==> src/scaled_glyph_pixel_generator_macros.svh <==
// assertion macros for the scaled glyph pixel generator
// no dependencies; included by modules that carry assertions
`ifndef SCALED_GLYPH_PIXEL_GENERATOR_MACROS_SVH
`define SCALED_GLYPH_PIXEL_GENERATOR_MACROS_SVH

// same-cycle implication, disabled during reset
`define SGPG_ASSERT_NOW(label, clk, rst, ante, cons) \
  label: assert property (@(posedge clk) disable iff (rst) (ante) |-> (cons)) \
    else $error("sgpg assertion failed");

// next-cycle implication, disabled during reset
`define SGPG_ASSERT_NEXT(label, clk, rst, ante, cons) \
  label: assert property (@(posedge clk) disable iff (rst) (ante) |=> (cons)) \
    else $error("sgpg assertion failed");

`endif

==> src/sgpg_pkg.sv <==
// package for the scaled glyph pixel generator: config struct, register
// indexes, character codes, glyph table and small helper functions; no dependencies
package sgpg_pkg;

  localparam int PANEL_WIDTH_DEF  = 320;
  localparam int PANEL_HEIGHT_DEF = 240;
  localparam int MAX_SCALE_DEF    = 3;

  localparam int CODE_W   = 8;
  localparam int COORD_W  = 11;
  localparam int PIX_W    = 5;
  localparam int COLOR_W  = 16;
  localparam int SCREEN_W = 10;
  localparam int SCALE_W  = 3;
  localparam int GIDX_W   = 6;
  localparam int NUM_GLYPHS = 44;

  localparam int IN_DATA_W  = 40;
  localparam int OUT_DATA_W = 40;
  localparam int ADDR_W     = 4;
  localparam int DATA_W     = 32;

  typedef struct packed {
    logic                 display_ready;
    logic [SCALE_W-1:0]   scale_factor;
    logic [COLOR_W-1:0]   foreground_color;
    logic [COLOR_W-1:0]   background_color;
  } cfg_t;

  typedef enum logic [1:0] {
    REG_DISPLAY_READY = 2'd0,
    REG_SCALE_FACTOR  = 2'd1,
    REG_FG_COLOR      = 2'd2,
    REG_BG_COLOR      = 2'd3
  } reg_idx_t;

  localparam logic [CODE_W-1:0] CH_LOWER_A = 8'h61;
  localparam logic [CODE_W-1:0] CH_LOWER_Z = 8'h7A;
  localparam logic [CODE_W-1:0] CH_CASE    = 8'h20;
  localparam logic [CODE_W-1:0] CH_ZERO    = 8'h30;
  localparam logic [CODE_W-1:0] CH_NINE    = 8'h39;
  localparam logic [CODE_W-1:0] CH_UPPER_A = 8'h41;
  localparam logic [CODE_W-1:0] CH_UPPER_Z = 8'h5A;
  localparam logic [CODE_W-1:0] CH_SPACE   = 8'h20;
  localparam logic [CODE_W-1:0] CH_COLON   = 8'h3A;
  localparam logic [CODE_W-1:0] CH_PERIOD  = 8'h2E;
  localparam logic [CODE_W-1:0] CH_COMMA   = 8'h2C;
  localparam logic [CODE_W-1:0] CH_DASH    = 8'h2D;
  localparam logic [CODE_W-1:0] CH_BANG    = 8'h21;
  localparam logic [CODE_W-1:0] CH_SLASH   = 8'h2F;

  localparam logic [GIDX_W-1:0] GLYPH_LETTER0 = 6'd10;
  localparam logic [GIDX_W-1:0] GLYPH_SPACE   = 6'd36;
  localparam logic [GIDX_W-1:0] GLYPH_COLON   = 6'd37;
  localparam logic [GIDX_W-1:0] GLYPH_PERIOD  = 6'd38;
  localparam logic [GIDX_W-1:0] GLYPH_COMMA   = 6'd39;
  localparam logic [GIDX_W-1:0] GLYPH_DASH    = 6'd40;
  localparam logic [GIDX_W-1:0] GLYPH_BANG    = 6'd41;
  localparam logic [GIDX_W-1:0] GLYPH_SLASH   = 6'd42;
  localparam logic [GIDX_W-1:0] GLYPH_QUERY   = 6'd43;

  // digits, letters, then space : . , - ! / ?
  localparam logic [0:NUM_GLYPHS-1][0:4][7:0] FONT = {
    {8'h3E, 8'h51, 8'h49, 8'h45, 8'h3E}, {8'h00, 8'h42, 8'h7F, 8'h40, 8'h00},
    {8'h42, 8'h61, 8'h51, 8'h49, 8'h46}, {8'h21, 8'h41, 8'h45, 8'h4B, 8'h31},
    {8'h18, 8'h14, 8'h12, 8'h7F, 8'h10}, {8'h27, 8'h45, 8'h45, 8'h45, 8'h39},
    {8'h3C, 8'h4A, 8'h49, 8'h49, 8'h30}, {8'h01, 8'h71, 8'h09, 8'h05, 8'h03},
    {8'h36, 8'h49, 8'h49, 8'h49, 8'h36}, {8'h06, 8'h49, 8'h49, 8'h29, 8'h1E},
    {8'h7E, 8'h11, 8'h11, 8'h11, 8'h7E}, {8'h7F, 8'h49, 8'h49, 8'h49, 8'h36},
    {8'h3E, 8'h41, 8'h41, 8'h41, 8'h22}, {8'h7F, 8'h41, 8'h41, 8'h22, 8'h1C},
    {8'h7F, 8'h49, 8'h49, 8'h49, 8'h41}, {8'h7F, 8'h09, 8'h09, 8'h09, 8'h01},
    {8'h3E, 8'h41, 8'h49, 8'h49, 8'h7A}, {8'h7F, 8'h08, 8'h08, 8'h08, 8'h7F},
    {8'h00, 8'h41, 8'h7F, 8'h41, 8'h00}, {8'h20, 8'h40, 8'h41, 8'h3F, 8'h01},
    {8'h7F, 8'h08, 8'h14, 8'h22, 8'h41}, {8'h7F, 8'h40, 8'h40, 8'h40, 8'h40},
    {8'h7F, 8'h02, 8'h0C, 8'h02, 8'h7F}, {8'h7F, 8'h04, 8'h08, 8'h10, 8'h7F},
    {8'h3E, 8'h41, 8'h41, 8'h41, 8'h3E}, {8'h7F, 8'h09, 8'h09, 8'h09, 8'h06},
    {8'h3E, 8'h41, 8'h51, 8'h21, 8'h5E}, {8'h7F, 8'h09, 8'h19, 8'h29, 8'h46},
    {8'h46, 8'h49, 8'h49, 8'h49, 8'h31}, {8'h01, 8'h01, 8'h7F, 8'h01, 8'h01},
    {8'h3F, 8'h40, 8'h40, 8'h40, 8'h3F}, {8'h1F, 8'h20, 8'h40, 8'h20, 8'h1F},
    {8'h3F, 8'h40, 8'h38, 8'h40, 8'h3F}, {8'h63, 8'h14, 8'h08, 8'h14, 8'h63},
    {8'h07, 8'h08, 8'h70, 8'h08, 8'h07}, {8'h61, 8'h51, 8'h49, 8'h45, 8'h43},
    {8'h00, 8'h00, 8'h00, 8'h00, 8'h00}, {8'h00, 8'h36, 8'h36, 8'h00, 8'h00},
    {8'h00, 8'h60, 8'h60, 8'h00, 8'h00}, {8'h00, 8'h80, 8'h60, 8'h00, 8'h00},
    {8'h08, 8'h08, 8'h08, 8'h08, 8'h08}, {8'h00, 8'h00, 8'h5F, 8'h00, 8'h00},
    {8'h20, 8'h10, 8'h08, 8'h04, 8'h02}, {8'h02, 8'h01, 8'h51, 8'h09, 8'h06}
  };

  function automatic logic [GIDX_W-1:0] glyph_index(input logic [CODE_W-1:0] code_in);
    logic [CODE_W-1:0] code;
    logic [CODE_W-1:0] diff;
    logic [GIDX_W-1:0] idx;
    code = code_in;
    if (code >= CH_LOWER_A && code <= CH_LOWER_Z) begin
      code = code - CH_CASE;
    end
    if (code >= CH_ZERO && code <= CH_NINE) begin
      diff = code - CH_ZERO;
      idx  = GIDX_W'(diff[3:0]);
    end else if (code >= CH_UPPER_A && code <= CH_UPPER_Z) begin
      diff = code - CH_UPPER_A;
      idx  = GLYPH_LETTER0 + GIDX_W'(diff[4:0]);
    end else begin
      diff = '0;
      case (code)
        CH_SPACE:  idx = GLYPH_SPACE;
        CH_COLON:  idx = GLYPH_COLON;
        CH_PERIOD: idx = GLYPH_PERIOD;
        CH_COMMA:  idx = GLYPH_COMMA;
        CH_DASH:   idx = GLYPH_DASH;
        CH_BANG:   idx = GLYPH_BANG;
        CH_SLASH:  idx = GLYPH_SLASH;
        default:   idx = GLYPH_QUERY;
      endcase
    end
    return idx;
  endfunction

  // pixel position over scale for scales 1 to 4; thirds by multiply and shift
  function automatic logic [PIX_W-1:0] scale_div(input logic [PIX_W-1:0] v,
                                                  input logic [SCALE_W-1:0] s);
    logic [8:0] prod;
    logic [PIX_W-1:0] q;
    prod = 9'(v) * 9'd11;
    case (s)
      3'd1:    q = v;
      3'd2:    q = v >> 1;
      3'd3:    q = PIX_W'(prod[8:5]);
      3'd4:    q = v >> 2;
      default: q = '0;
    endcase
    return q;
  endfunction

endpackage

==> src/sgpg_regs.sv <==
// apb-style configuration registers of the scaled glyph pixel generator
// depends on sgpg_pkg for the config struct and register indexes
module sgpg_regs (
  input  logic                          clk,
  input  logic                          rst,
  input  logic                          psel,
  input  logic                          penable,
  input  logic                          pwrite,
  input  logic [sgpg_pkg::ADDR_W-1:0]   paddr,
  input  logic [sgpg_pkg::DATA_W-1:0]   pwdata,
  output logic [sgpg_pkg::DATA_W-1:0]   prdata,
  output logic                          pready,
  output sgpg_pkg::cfg_t                cfg
);

  sgpg_pkg::reg_idx_t idx;
  logic               wr;

  assign pready = 1'b1;
  assign idx    = sgpg_pkg::reg_idx_t'(paddr[3:2]);
  assign wr     = psel & penable & pwrite & pready;

  always_ff @(posedge clk) begin
    if (rst) begin
      cfg.display_ready    <= 1'b0;
      cfg.scale_factor     <= 3'd1;
      cfg.foreground_color <= 16'hFFFF;
      cfg.background_color <= 16'h0000;
    end else if (wr) begin
      case (idx)
        sgpg_pkg::REG_DISPLAY_READY: cfg.display_ready    <= pwdata[0];
        sgpg_pkg::REG_SCALE_FACTOR:  cfg.scale_factor     <= pwdata[2:0];
        sgpg_pkg::REG_FG_COLOR:      cfg.foreground_color <= pwdata[15:0];
        sgpg_pkg::REG_BG_COLOR:      cfg.background_color <= pwdata[15:0];
        default: ;
      endcase
    end
  end

  always_comb begin
    case (idx)
      sgpg_pkg::REG_DISPLAY_READY: prdata = 32'(cfg.display_ready);
      sgpg_pkg::REG_SCALE_FACTOR:  prdata = 32'(cfg.scale_factor);
      sgpg_pkg::REG_FG_COLOR:      prdata = 32'(cfg.foreground_color);
      sgpg_pkg::REG_BG_COLOR:      prdata = 32'(cfg.background_color);
      default:                     prdata = '0;
    endcase
  end

endmodule

==> src/scaled_glyph_pixel_generator.sv <==
// top level of the scaled glyph pixel generator: three-stage pixel pipeline
// depends on sgpg_pkg, sgpg_regs and scaled_glyph_pixel_generator_macros.svh
//
// one input item on the s_ stream asks for one pixel of a 6x8 character cell
// scaled by scale_factor; one result item leaves on the m_ stream for each
// input item, in order. m_tuser is the drawn flag; a suppressed pixel comes
// out with drawn low and all tdata fields zero.
// an accepted item passes the three register stages (glyph decode, bound
// check and cell position, glyph lookup and color select) in order, each
// with its own valid bit; m_tdata and m_tuser come straight from stage 3.
// throughput is one item per cycle while m_tready stays high.
// when the receiver holds m_tready low, the output stage keeps its item and
// the stages behind it keep filling; s_tready falls only once all three
// stages hold items, so nothing is lost or repeated.
// registers sit on the apb-style port: display_ready at 0x0, scale_factor at
// 0x4, foreground_color at 0x8, background_color at 0xC; write them only
// while no item is in flight.
// synchronous reset empties the pipeline and restores register defaults
// (not ready, scale 1, white foreground, black background).
`include "scaled_glyph_pixel_generator_macros.svh"

module scaled_glyph_pixel_generator #(
  parameter int PANEL_WIDTH  = sgpg_pkg::PANEL_WIDTH_DEF,
  parameter int PANEL_HEIGHT = sgpg_pkg::PANEL_HEIGHT_DEF,
  parameter int MAX_SCALE    = sgpg_pkg::MAX_SCALE_DEF
) (
  input  logic                              clk,
  input  logic                              rst,
  input  logic                              s_tvalid,
  output logic                              s_tready,
  // char_code, origin_x, origin_y, pixel_col, pixel_row
  input  logic [sgpg_pkg::IN_DATA_W-1:0]    s_tdata,
  output logic                              m_tvalid,
  input  logic                              m_tready,
  // pixel_color, screen_x, screen_y, zero pad
  output logic [sgpg_pkg::OUT_DATA_W-1:0]   m_tdata,
  // drawn
  output logic                              m_tuser,
  input  logic                              psel,
  input  logic                              penable,
  input  logic                              pwrite,
  input  logic [sgpg_pkg::ADDR_W-1:0]       paddr,
  input  logic [sgpg_pkg::DATA_W-1:0]       pwdata,
  output logic [sgpg_pkg::DATA_W-1:0]       prdata,
  output logic                              pready
);

  sgpg_pkg::cfg_t cfg;

  sgpg_regs u_regs (
    .clk     (clk),
    .rst     (rst),
    .psel    (psel),
    .penable (penable),
    .pwrite  (pwrite),
    .paddr   (paddr),
    .pwdata  (pwdata),
    .prdata  (prdata),
    .pready  (pready),
    .cfg     (cfg)
  );

  logic v1, v2, v3;
  logic rdy1, rdy2, rdy3;

  assign rdy3     = ~v3 | m_tready;
  assign rdy2     = ~v2 | rdy3;
  assign rdy1     = ~v1 | rdy2;
  assign s_tready = rdy1;

  always_ff @(posedge clk) begin
    if (rst) begin
      v1 <= 1'b0;
      v2 <= 1'b0;
      v3 <= 1'b0;
    end else begin
      if (rdy1) v1 <= s_tvalid;
      if (rdy2) v2 <= v1;
      if (rdy3) v3 <= v2;
    end
  end

  // stage 1: glyph index and capture
  logic [sgpg_pkg::GIDX_W-1:0]  gidx1;
  logic [sgpg_pkg::COORD_W-1:0] ox1, oy1;
  logic [sgpg_pkg::PIX_W-1:0]   pc1, pr1;

  always_ff @(posedge clk) begin
    if (rdy1) begin
      gidx1 <= sgpg_pkg::glyph_index(s_tdata[7:0]);
      ox1   <= s_tdata[18:8];
      oy1   <= s_tdata[29:19];
      pc1   <= s_tdata[34:30];
      pr1   <= s_tdata[39:35];
    end
  end

  // stage 2: checks, cell position, screen coordinates
  logic [5:0]  cell_w, cell_h;
  logic [11:0] right_edge, bottom_edge;
  logic        scale_ok, bounds_ok, pix_ok, ok_next;
  logic [sgpg_pkg::PIX_W-1:0] gcol_full, grow_full;
  logic [sgpg_pkg::SCREEN_W-1:0] sx_sum, sy_sum;

  logic                             ok2, in_col2;
  logic [sgpg_pkg::GIDX_W-1:0]      gidx2;
  logic [2:0]                       gcol2, grow2;
  logic [sgpg_pkg::SCREEN_W-1:0]    sx2, sy2;

  always_comb begin
    cell_w      = 6'(cfg.scale_factor) * 6'd6;
    cell_h      = {cfg.scale_factor, 3'b000};
    right_edge  = 12'(ox1[9:0]) + 12'(cell_w);
    bottom_edge = 12'(oy1[9:0]) + 12'(cell_h);
    scale_ok    = (cfg.scale_factor != '0) &&
                  ({1'b0, cfg.scale_factor} <= 4'(MAX_SCALE));
    bounds_ok   = ~ox1[10] && ~oy1[10] &&
                  (right_edge <= 12'(PANEL_WIDTH)) &&
                  (bottom_edge <= 12'(PANEL_HEIGHT));
    pix_ok      = (6'(pc1) < cell_w) && (6'(pr1) < cell_h);
    ok_next     = cfg.display_ready & scale_ok & bounds_ok & pix_ok;
    gcol_full   = sgpg_pkg::scale_div(pc1, cfg.scale_factor);
    grow_full   = sgpg_pkg::scale_div(pr1, cfg.scale_factor);
    sx_sum      = ox1[9:0] + 10'(pc1);
    sy_sum      = oy1[9:0] + 10'(pr1);
  end

  always_ff @(posedge clk) begin
    if (rdy2) begin
      ok2     <= ok_next;
      in_col2 <= gcol_full < 5'd5;
      gidx2   <= gidx1;
      gcol2   <= gcol_full[2:0];
      grow2   <= grow_full[2:0];
      sx2     <= ok_next ? sx_sum : '0;
      sy2     <= ok_next ? sy_sum : '0;
    end
  end

  // stage 3: glyph bit and color
  logic [7:0]                   col_byte;
  logic                         bit_set;
  logic [sgpg_pkg::COLOR_W-1:0] color;

  logic [sgpg_pkg::COLOR_W-1:0]  color3;
  logic [sgpg_pkg::SCREEN_W-1:0] sx3, sy3;
  logic                          drawn3;

  always_comb begin
    col_byte = '0;
    if (in_col2 && gidx2 < 6'(sgpg_pkg::NUM_GLYPHS)) begin
      col_byte = sgpg_pkg::FONT[gidx2][gcol2];
    end
    bit_set = col_byte[grow2];
    color   = bit_set ? cfg.foreground_color : cfg.background_color;
  end

  always_ff @(posedge clk) begin
    if (rdy3) begin
      color3 <= ok2 ? {color[7:0], color[15:8]} : '0;
      sx3    <= sx2;
      sy3    <= sy2;
      drawn3 <= ok2;
    end
  end

  assign m_tvalid = v3;
  assign m_tdata  = {4'b0000, sy3, sx3, color3};
  assign m_tuser  = drawn3;

  `SGPG_ASSERT_NOW(a_suppressed_zero, clk, rst, m_tvalid && !m_tuser, m_tdata == '0)
  `SGPG_ASSERT_NOW(a_drawn_needs_ready, clk, rst, m_tvalid && m_tuser, cfg.display_ready)
  `SGPG_ASSERT_NOW(a_backpressure_full, clk, rst, !s_tready, v1 && v2 && v3 && !m_tready)
  `SGPG_ASSERT_NEXT(a_stage_advance, clk, rst, v2 && rdy3, v3)

endmodule
==> config.mk <==
export PLATFORM = sky130hd
export DESIGN_NAME = scaled_glyph_pixel_generator
export DESIGN_NICKNAME = d
export VERILOG_FILES = /design/src/sgpg_pkg.sv /design/src/sgpg_regs.sv /design/src/scaled_glyph_pixel_generator.sv
export VERILOG_INCLUDE_DIRS = /design/src /design/src/src
export SDC_FILE = /design/constraint.sdc
export NUM_CORES = 1
export LEC_CHECK = 0
export BUFFER_PORTS_ARGS = -buffer_cell sky130_fd_sc_hd__buf_4
export CORE_MARGIN = 1
export CORE_UTILIZATION = 60
export CTS_CLUSTER_DIAMETER = 100
export DETAILED_ROUTE_END_ITERATION = 10
export PLACE_DENSITY_LB_ADDON = 0.15
export RECOVER_POWER = 50
export SLEW_MARGIN = 20
export SYNTH_ARGS = -nofsm -noshare
export SYNTH_HDL_FRONTEND = slang
export SYNTH_HIERARCHICAL = 1
export SYNTH_SLANG_ARGS = --single-unit
==> constraint.sdc <==
create_clock -name clk -period 9.2 [get_ports clk]
set_clock_uncertainty 0.1 [all_clocks]
set_input_delay 1.84 -clock clk [delete_from_list [all_inputs] [get_ports clk]]
set_output_delay 1.84 -clock clk [all_outputs]
set_load 0.005 [all_outputs]
==> results of run 1 <==
power breakdown:
group / switching (µW) / internal [µW] / leakage, µW / total (µW)
registers: 24.7 / 734 / 0.00155 / 759
logic: 177 / 137 / 0.00302 / 314
clock network: 269 / 453 / 0.000291 / 722
total: 471 / 1320 / 0.00486 / 1790
state kept, by name (all words and copies together) (netlist names), 5 cells and up:
signal	cells
color3	16
gidx1	6
gidx2	6
ox1	11
oy1	11
pc1	5
pr1	5
sx2	10
sx3	10
sy2	10
sy3	10
u_regs/cfg	36
layout by cell type, fill, tap and decap left out, types with 36 or more instances in the layout:
| cell | n |
|---|---|
| sky130_fd_sc_hd__mux2i_1 | 69 |
| sky130_fd_sc_hd__nand2_1 | 81 |
| sky130_fd_sc_hd__inv_1 | 52 |
| sky130_fd_sc_hd__nor2b_1 | 36 |
| sky130_fd_sc_hd__edfxtp_1 | 109 |
| sky130_fd_sc_hd__nor2_1 | 96 |
| sky130_fd_sc_hd__buf_4 | 93 |
| sky130_fd_sc_hd__ha_1 | 74 |
| sky130_fd_sc_hd__dfxtp_1 | 39 |
| sky130_fd_sc_hd__a21oi_1 | 58 |
| sky130_fd_sc_hd__o21ai_0 | 46 |
| sky130_fd_sc_hd__nand2b_1 | 56 |
stage by stage:
| stage | instance area [µm²] | hold slack (ns) |
|---|---|---|
| 4_1_cts | 11800 | 0.318 |
| 6_report | 11700 | 0.316 |
| 3_5_place_dp | 11100 | 0.305 |
| 2_1_floorplan | 10500 | 0.300 |
| 5_1_grt | 11700 | 0.320 |
| 3_3_place_gp | 11100 | 0.300 |
Yosys cell counts (11+ instances only):
library cell / count / share of area [%]
sky130_fd_sc_hd__xnor2_1: 20 / 1.7
sky130_fd_sc_hd__nor3_1: 15 / 0.72
sky130_fd_sc_hd__nand2b_1: 56 / 3.4
sky130_fd_sc_hd__mux2i_1: 69 / 6.6
sky130_fd_sc_hd__dfxtp_1: 39 / 7.5
sky130_fd_sc_hd__nor2b_1: 36 / 2.2
sky130_fd_sc_hd__edfxtp_1: 109 / 31
sky130_fd_sc_hd__inv_1: 52 / 1.9
sky130_fd_sc_hd__clkbuf_1: 36 / 1.3
sky130_fd_sc_hd__nand3_1: 15 / 0.72
sky130_fd_sc_hd__xor2_1: 12 / 1.0
sky130_fd_sc_hd__a21o_1: 12 / 0.87
sky130_fd_sc_hd__buf_2: 16 / 0.77
sky130_fd_sc_hd__o21ai_0: 46 / 2.2
sky130_fd_sc_hd__a21oi_1: 58 / 2.8
sky130_fd_sc_hd__a31oi_1: 11 / 0.66
sky130_fd_sc_hd__nand2_1: 81 / 2.9
sky130_fd_sc_hd__nor2_1: 96 / 3.5
sky130_fd_sc_hd__ha_1: 74 / 8.9
sky130_fd_sc_hd__buf_4: 26 / 1.9
routing by layer:
metal | up-vias | routed length [µm] | share of wire (%) | GRT usage (%)
li1 | 3989 | - | - | -
met1 | 3916 | 10600 | 42 | 37.7
met2 | 426 | 11700 | 47 | 47.0
met3 | 73 | 1990 | 8.0 | 5.33
met4 | 0 | 715 | 2.9 | 10.4
met5 | - | 0 | 0 | 0
worst max path at each step:
stage / end / cells past startpoint
after floorplan: s_tready / 3
after global placement: s_tready / 6
after detailed placement: s_tready / 6
after CTS: s_tready / 6
after global routing: s_tready / 6
final: s_tready / 6
area by class of cell:
class,instances,area [µm²]
Clock buffer,19,433
Clock inverter,13,183
Fill cell,1272,5020
Inverter,54,203
Multi-Input combinational cell,798,5630
Sequential cell,148,4050
Tap cell,220,275
Timing Repair Buffer,129,953
kinds of logic after synthesis:
group	share of synthesized area (%)
AO/OA/AOI/OAI	16.4
buffers and inverters	7.42
other	0.108
multiplexers	7.62
adder cells (fa/ha/maj)	10.3
AND/OR/NAND/NOR	16.4
XOR/XNOR	2.70
flip-flops	39.0
==> impl_summary.log, run 1 <==
[metrics] post-synthesis area per instance: 9.68 µm²
[metrics] fraction of layout instances using a drive strength above 1: 15.0%
[metrics] total of flip-flops plus latches after synthesis: 148
[metrics] worst slack, placed: 4.37 ns
[metrics] # clock sinks: 148
[metrics] hold wc startpoint: gidx1[5]
[metrics] power density over the cells: 153 nW/µm²
[metrics] post-synthesis sequential area ratio: 39.0%
[metrics] number of nets with antenna violations after detailed routing: 0
[metrics] Die H: 134 µm
[metrics] number of placed instances, taps included: 1349
[metrics] maximum clock insertion buffer count: 2
[metrics] max-cap violations: 3
[metrics] core box area: 16800 µm²
[metrics] cell depth of the worst hold path: 0
[metrics] setup repair after global routing missed its margin: false
[metrics] CTS resizes: 0
[metrics] Hold-fix buffers, CTS: 0
[metrics] full die area: 17800 µm²
[metrics] cell family with the largest share of critical-path delay: buffers and inverters
[metrics] data arrival time of the critical path: 4.12 ns
[metrics] post-detailed-routing wire length: 25000 µm
[metrics] Worst Setup End Kind: output pin
[metrics] number of clock buffers inserted by TritonCTS: 17
[metrics] type of element launching the critical path: input port
[metrics] vias in the first global route: 7901
[metrics] final layout net count: 1312
[metrics] number of distinct library cell variants in the gate-level netlist after synthesis: 79
[metrics] First DRT Iteration DRCs: 814
[metrics] end of the worst register-to-register path: color3[0]
[metrics] root buffer selected by CTS: sky130_fd_sc_hd__clkbuf_16
[metrics] Tot Pwr: 1790 µW
[metrics] Pre-antenna DRT Iters: 8
[metrics] # IOs: 159
[metrics] most common flop cell mapped by yosys: sky130_fd_sc_hd__edfxtp_1
[metrics] worst path buffer plus inverter count: 3
[metrics] Finished Layout Cells: 1381
[metrics] cell type of the slowest stage on the worst timing path: sky130_fd_sc_hd__clkbuf_1
[metrics] Ant. Diodes: 0
[metrics] clock latency at the later pin of the worst-skew pair: 0.42 ns
[metrics] Clock transition at path regs: 0.06 ns
[metrics] overall track demand over capacity in global routing: 28.6%
[metrics] status: finished with violations
[metrics] warnings from Yosys: 6
[metrics] routed via count: 8404
[metrics] deepest level of the CTS H-tree: 4
[metrics] gate count of the mapped netlist: 1073
[metrics] Slew Limit Headroom: -57.6%
[metrics] cell area after synthesis: 10400 µm²
[metrics] VDD IR max: 0.147 mV
[metrics] number of synthesized flops with an enable pin: 109
[metrics] Placer Congestion: 0.957
[metrics] leakage power summed over all cells: 0.00486 µW
[metrics] maximum number of pins on one net before global-route repair: 82
[metrics] Die Wd: 134 µm
[metrics] final setup violation count: 0
[metrics] FMAX: 165 MHz
[metrics] area delta synth->final: 12.9%
[metrics] wire length of the first global-routing pass: 39900 µm
[metrics] average wire per standard cell: 18.1 µm
[metrics] CTS tree: done
[metrics] number of slew-limit violations in the final report: 147
[metrics] origin of the critical flop-to-flop path: gidx2[0]
[metrics] violations in the final reports: max-capacitance violations, max-slew violations
[metrics] register-to-register path setup slack: 4.58 ns
[metrics] transition time at the pin with the least slew margin: 2.36 ns
[metrics] final clock period utilization by the worst path: 65.9%
[metrics] startpoint of the most critical setup path: m_tready
[metrics] Req. time, crit path: 7.26 ns
[metrics] input/output buffers: 119
[metrics] list of cells traversed by the critical path: clkbuf_4 > nor2b_1 > and2_0 > nand2_1 > clkbuf_1 > buf_4
[metrics] vias per cell: 6.09
[metrics] post-CTS setup buffers: 0
[metrics] min setup slack post-route: 3.14 ns
[metrics] final design utilization: 70.0%
[metrics] Total Negative Setup Slacks: 0 ns
[metrics] post-detail-place hpwl: 16500 µm
[metrics] effective utilization at floorplan: 62.0%
[metrics] number of antenna violations at the first check in global routing: 0
[metrics] hold crit path type: flip-flop to flip-flop
[metrics] crit path kind: input port to output pin
[metrics] Min Clock Period, post-route: 6.06 ns
[metrics] Largest stage delay, worst path: 1.51 ns
[metrics] largest fanout of any net on the critical path: 39
[metrics] remaining routing DRC violations: 0
[metrics] Hold Violations, Final: 0
[metrics] Row Count: 47
[metrics] endpoint with the worst hold slack: gidx2[5]
[metrics] path depth of the worst reg2reg path: 10
[metrics] Synth async-reset ratio: 0%
[metrics] global route overflow: 0
Note: power is estimated with default switching activity, not from simulation.
==> inputs of run 2 (changes only) <==
- ABC_AREA: not set -> 1
- CORE_UTILIZATION: 60 -> 58
- clock period: 9.2 -> 5.7 ns (I/O delays scaled with it)
==> run 2 against run 1 <==
First-iteration DRC count shrank 1.2%. Total power up 61%. Die area grew 0.82%. Worst setup slack got worse by 1.9 ns. Hold slack improved by 0.0026 ns. Critical path depth unchanged. Synthesized cell count rose by 20%. The flow still finishes with violations (max-capacitance violations, max-slew violations).
==> impl_summary.log, run 2 <==
[metrics] Placer Congestion: 0.975
[metrics] Pre-antenna DRT Iters: 5
[metrics] gate count of the mapped netlist: 1291
[metrics] CTS resizes: 0
[metrics] min setup slack post-route: 1.22 ns
[metrics] Largest register FFs: 36
[metrics] Reg area: 4050 µm²
[metrics] Reg power frac: 42.6%
[metrics] area delta synth->final: 13.8%
[metrics] deepest level of the CTS H-tree: 4
[metrics] cell type with the highest aggregate area in the netlist: sky130_fd_sc_hd__edfxtp_1
[metrics] Req. time, crit path: 4.46 ns
[metrics] switching power total: 846 µW
[metrics] max-cap violations: 2
[metrics] Filler Cell Count: 1432
[metrics] # clock sinks: 148
[metrics] maximum clock insertion buffer count: 2
[metrics] leakage power summed over all cells: 0.00558 µW
[metrics] cell area after synthesis: 10100 µm²
[metrics] Die H: 134 µm
[metrics] warnings from Yosys: 6
[metrics] crit path kind: input port to output pin
[metrics] switching fraction of total power: 29.3%
[metrics] # IOs: 159
[metrics] post-detail-place hpwl: 18000 µm
[metrics] violations in the final reports: max-capacitance violations, max-slew violations
[metrics] wire length of the first global-routing pass: 41900 µm
[metrics] dominant cell by count in the synthesized netlist: sky130_fd_sc_hd__nand2_1
[metrics] vias per cell: 5.59
[metrics] share of power burned in the clock network: 38.7%
[metrics] most common flop cell mapped by yosys: sky130_fd_sc_hd__edfxtp_1
[metrics] largest fanout of any net on the critical path: 39
[metrics] data arrival time of the critical path: 3.24 ns
[metrics] Min Clock Period, post-route: 4.48 ns
[metrics] transition time at the pin with the least slew margin: 1.91 ns
[metrics] number of clock buffers inserted by TritonCTS: 17
[metrics] most flop-heavy register: u_regs/cfg
[metrics] status: finished with violations
[metrics] number of synthesized flops with an enable pin: 109
[metrics] ranking of synthesized cells by area: sky130_fd_sc_hd__edfxtp_1, sky130_fd_sc_hd__nand2_1, sky130_fd_sc_hd__ha_1, sky130_fd_sc_hd__dfxtp_1, sky130_fd_sc_hd__nand3_1
[metrics] core box area: 16800 µm²
[metrics] root buffer selected by CTS: sky130_fd_sc_hd__clkbuf_16
[metrics] Slew Limit Headroom: -27.6%
[metrics] average wire per standard cell: 16.0 µm
[metrics] clock latency at the later pin of the worst-skew pair: 0.42 ns
[metrics] commonest non-fill, non-tap cells in the layout: sky130_fd_sc_hd__nand2_1, sky130_fd_sc_hd__inv_1, sky130_fd_sc_hd__nor2_1
[metrics] remaining routing DRC violations: 0
[metrics] routed via count: 9045
[metrics] fraction of layout instances using a drive strength above 1: 12.4%
[metrics] input/output buffers: 119
[metrics] type of element launching the critical path: input port
[metrics] post-synthesis area per instance: 7.85 µm²
[metrics] Hold-fix buffers, CTS: 0
[metrics] vias in the first global route: 8538
[metrics] portion of synthesized cell area occupied by the leading cell type: 32.3%
[metrics] setup repair after global routing missed its margin: false
[metrics] post-detailed-routing wire length: 25900 µm
[metrics] post-CTS setup buffers: 0
[metrics] area of the multi-input gates: 5110 µm²
[metrics] Hold Violations, Final: 0
[metrics] Row Count: 47
[metrics] largest registers: u_regs/cfg: 36 flops, color3: 16 flops
[metrics] full die area: 18000 µm²
[metrics] Worst Setup End Kind: output pin
[metrics] worst slack, placed: 1.61 ns
[metrics] Die Wd: 134 µm
[metrics] final design utilization: 68.5%
[metrics] hold crit path type: flip-flop to flip-flop
[metrics] final setup violation count: 0
[metrics] number of nets with antenna violations after detailed routing: 0
[metrics] overall track demand over capacity in global routing: 29.7%
[metrics] CTS tree: done
[metrics] internal power of the cells: 2040 µW
[metrics] effective utilization at floorplan: 60.2%
[metrics] Synth async-reset ratio: 0%
[metrics] post-synthesis sequential area ratio: 40.0%
[metrics] total of flip-flops plus latches after synthesis: 148
[metrics] Tot Pwr: 2890 µW
[metrics] global route overflow: 0
[metrics] Total Negative Setup Slacks: 0 ns
[metrics] power density over the cells: 251 nW/µm²
[metrics] Ant. Diodes: 0
[metrics] number of antenna violations at the first check in global routing: 0
[metrics] Clock transition at path regs: 0.06 ns
[metrics] First DRT Iteration DRCs: 804
[metrics] final layout net count: 1550
[metrics] most common cell after layout, fill and taps aside: sky130_fd_sc_hd__nand2_1
[metrics] number of slew-limit violations in the final report: 62
[metrics] number of distinct library cell variants in the gate-level netlist after synthesis: 50
[metrics] most numerous cell types in the synthesized netlist: sky130_fd_sc_hd__nand2_1, sky130_fd_sc_hd__inv_1, sky130_fd_sc_hd__nor2_1, sky130_fd_sc_hd__nand3_1, sky130_fd_sc_hd__edfxtp_1
[metrics] final clock period utilization by the worst path: 78.6%
[metrics] maximum number of pins on one net before global-route repair: 43
[metrics] FMAX: 223 MHz
[metrics] power share of the combinational group: 18.7%
[metrics] VDD IR max: 0.271 mV
run 2: changes by cell type in the layout (fill, tap and decap cells not counted), sizes merged, moves of 36 or more:
cell and change:
nand2 +237, mux2i -69, clkbuf +38, nand2b -56, inv +102, nor2b -36
nor2 +50, nand3 +120, buf -39
run 2: cell type report:
type / instances / area share (%)
inverter: 153 / 4.98
timing repair buffer: 126 / 7.94
tap: 220 / 2.39
clock inverter: 11 / 0.977
multi-input combinational: 940 / 44.4
sequential: 148 / 35.2
clock buffer: 21 / 4.18
run 2: stage by stage:
stage | hold slack (ns) | instance area [µm²] | std cells
6_report | 0.318 | 11500 | 1619
5_1_grt | 0.322 | 11500 | 1619
4_1_cts | 0.319 | 11600 | 1619
3_5_place_dp | 0.306 | 11000 | 1587
3_3_place_gp | 0.300 | 11000 | 1587
2_1_floorplan | 0.300 | 10200 | 1309
run 2: kinds of logic after synthesis:
kind of cell    after synthesis  synth area share (%)
fa+ha+maj                    81                  10.5
flops                       148                  40.0
simple gates                622                  26.1
buf+inv                     221                  10.1
xor+xnor                     28                  2.42
compound gates              188                  10.7
other cells                   3                 0.111
run 2: power groups by stage:
stage               Sequential, µW  Combinational, µW  Clock (µW)
finish                        1230                540        1120
global route                  1240                607        1170
detailed placement            1250                528           0
floorplan                     1240                390           0
CTS                           1230                532        1140
global placement              1250                521           0
run 2: per-layer routing:
layer | part of all wire [%] | wire [µm] | track usage [%]
met2 | 47 | 12100 | 47.9
met4 | 2.8 | 715 | 11.8
met3 | 8.3 | 2160 | 6.35
met1 | 42 | 10900 | 39.0
met5 | 0 | 0 | 0
run 2: worst max-delay path: stages:
cell and delay (ns):
sky130_fd_sc_hd__clkbuf_4 0.11, sky130_fd_sc_hd__inv_1 0.04, sky130_fd_sc_hd__nand2_1 1.06, sky130_fd_sc_hd__nor2_1 0.49
sky130_fd_sc_hd__nand2_1 0.21, sky130_fd_sc_hd__buf_4 0.19
run 2: final timing paths:
check,end,start,slack (ns),depth (start not counted)
setup / recovery,s_tready,m_tready,1.22,6
hold / removal,sy3[5],sy2[5],0.32,0
setup reg to reg,color3[2],gidx2[1],1.54,19
hold reg to reg,sy3[5],sy2[5],0.32,0
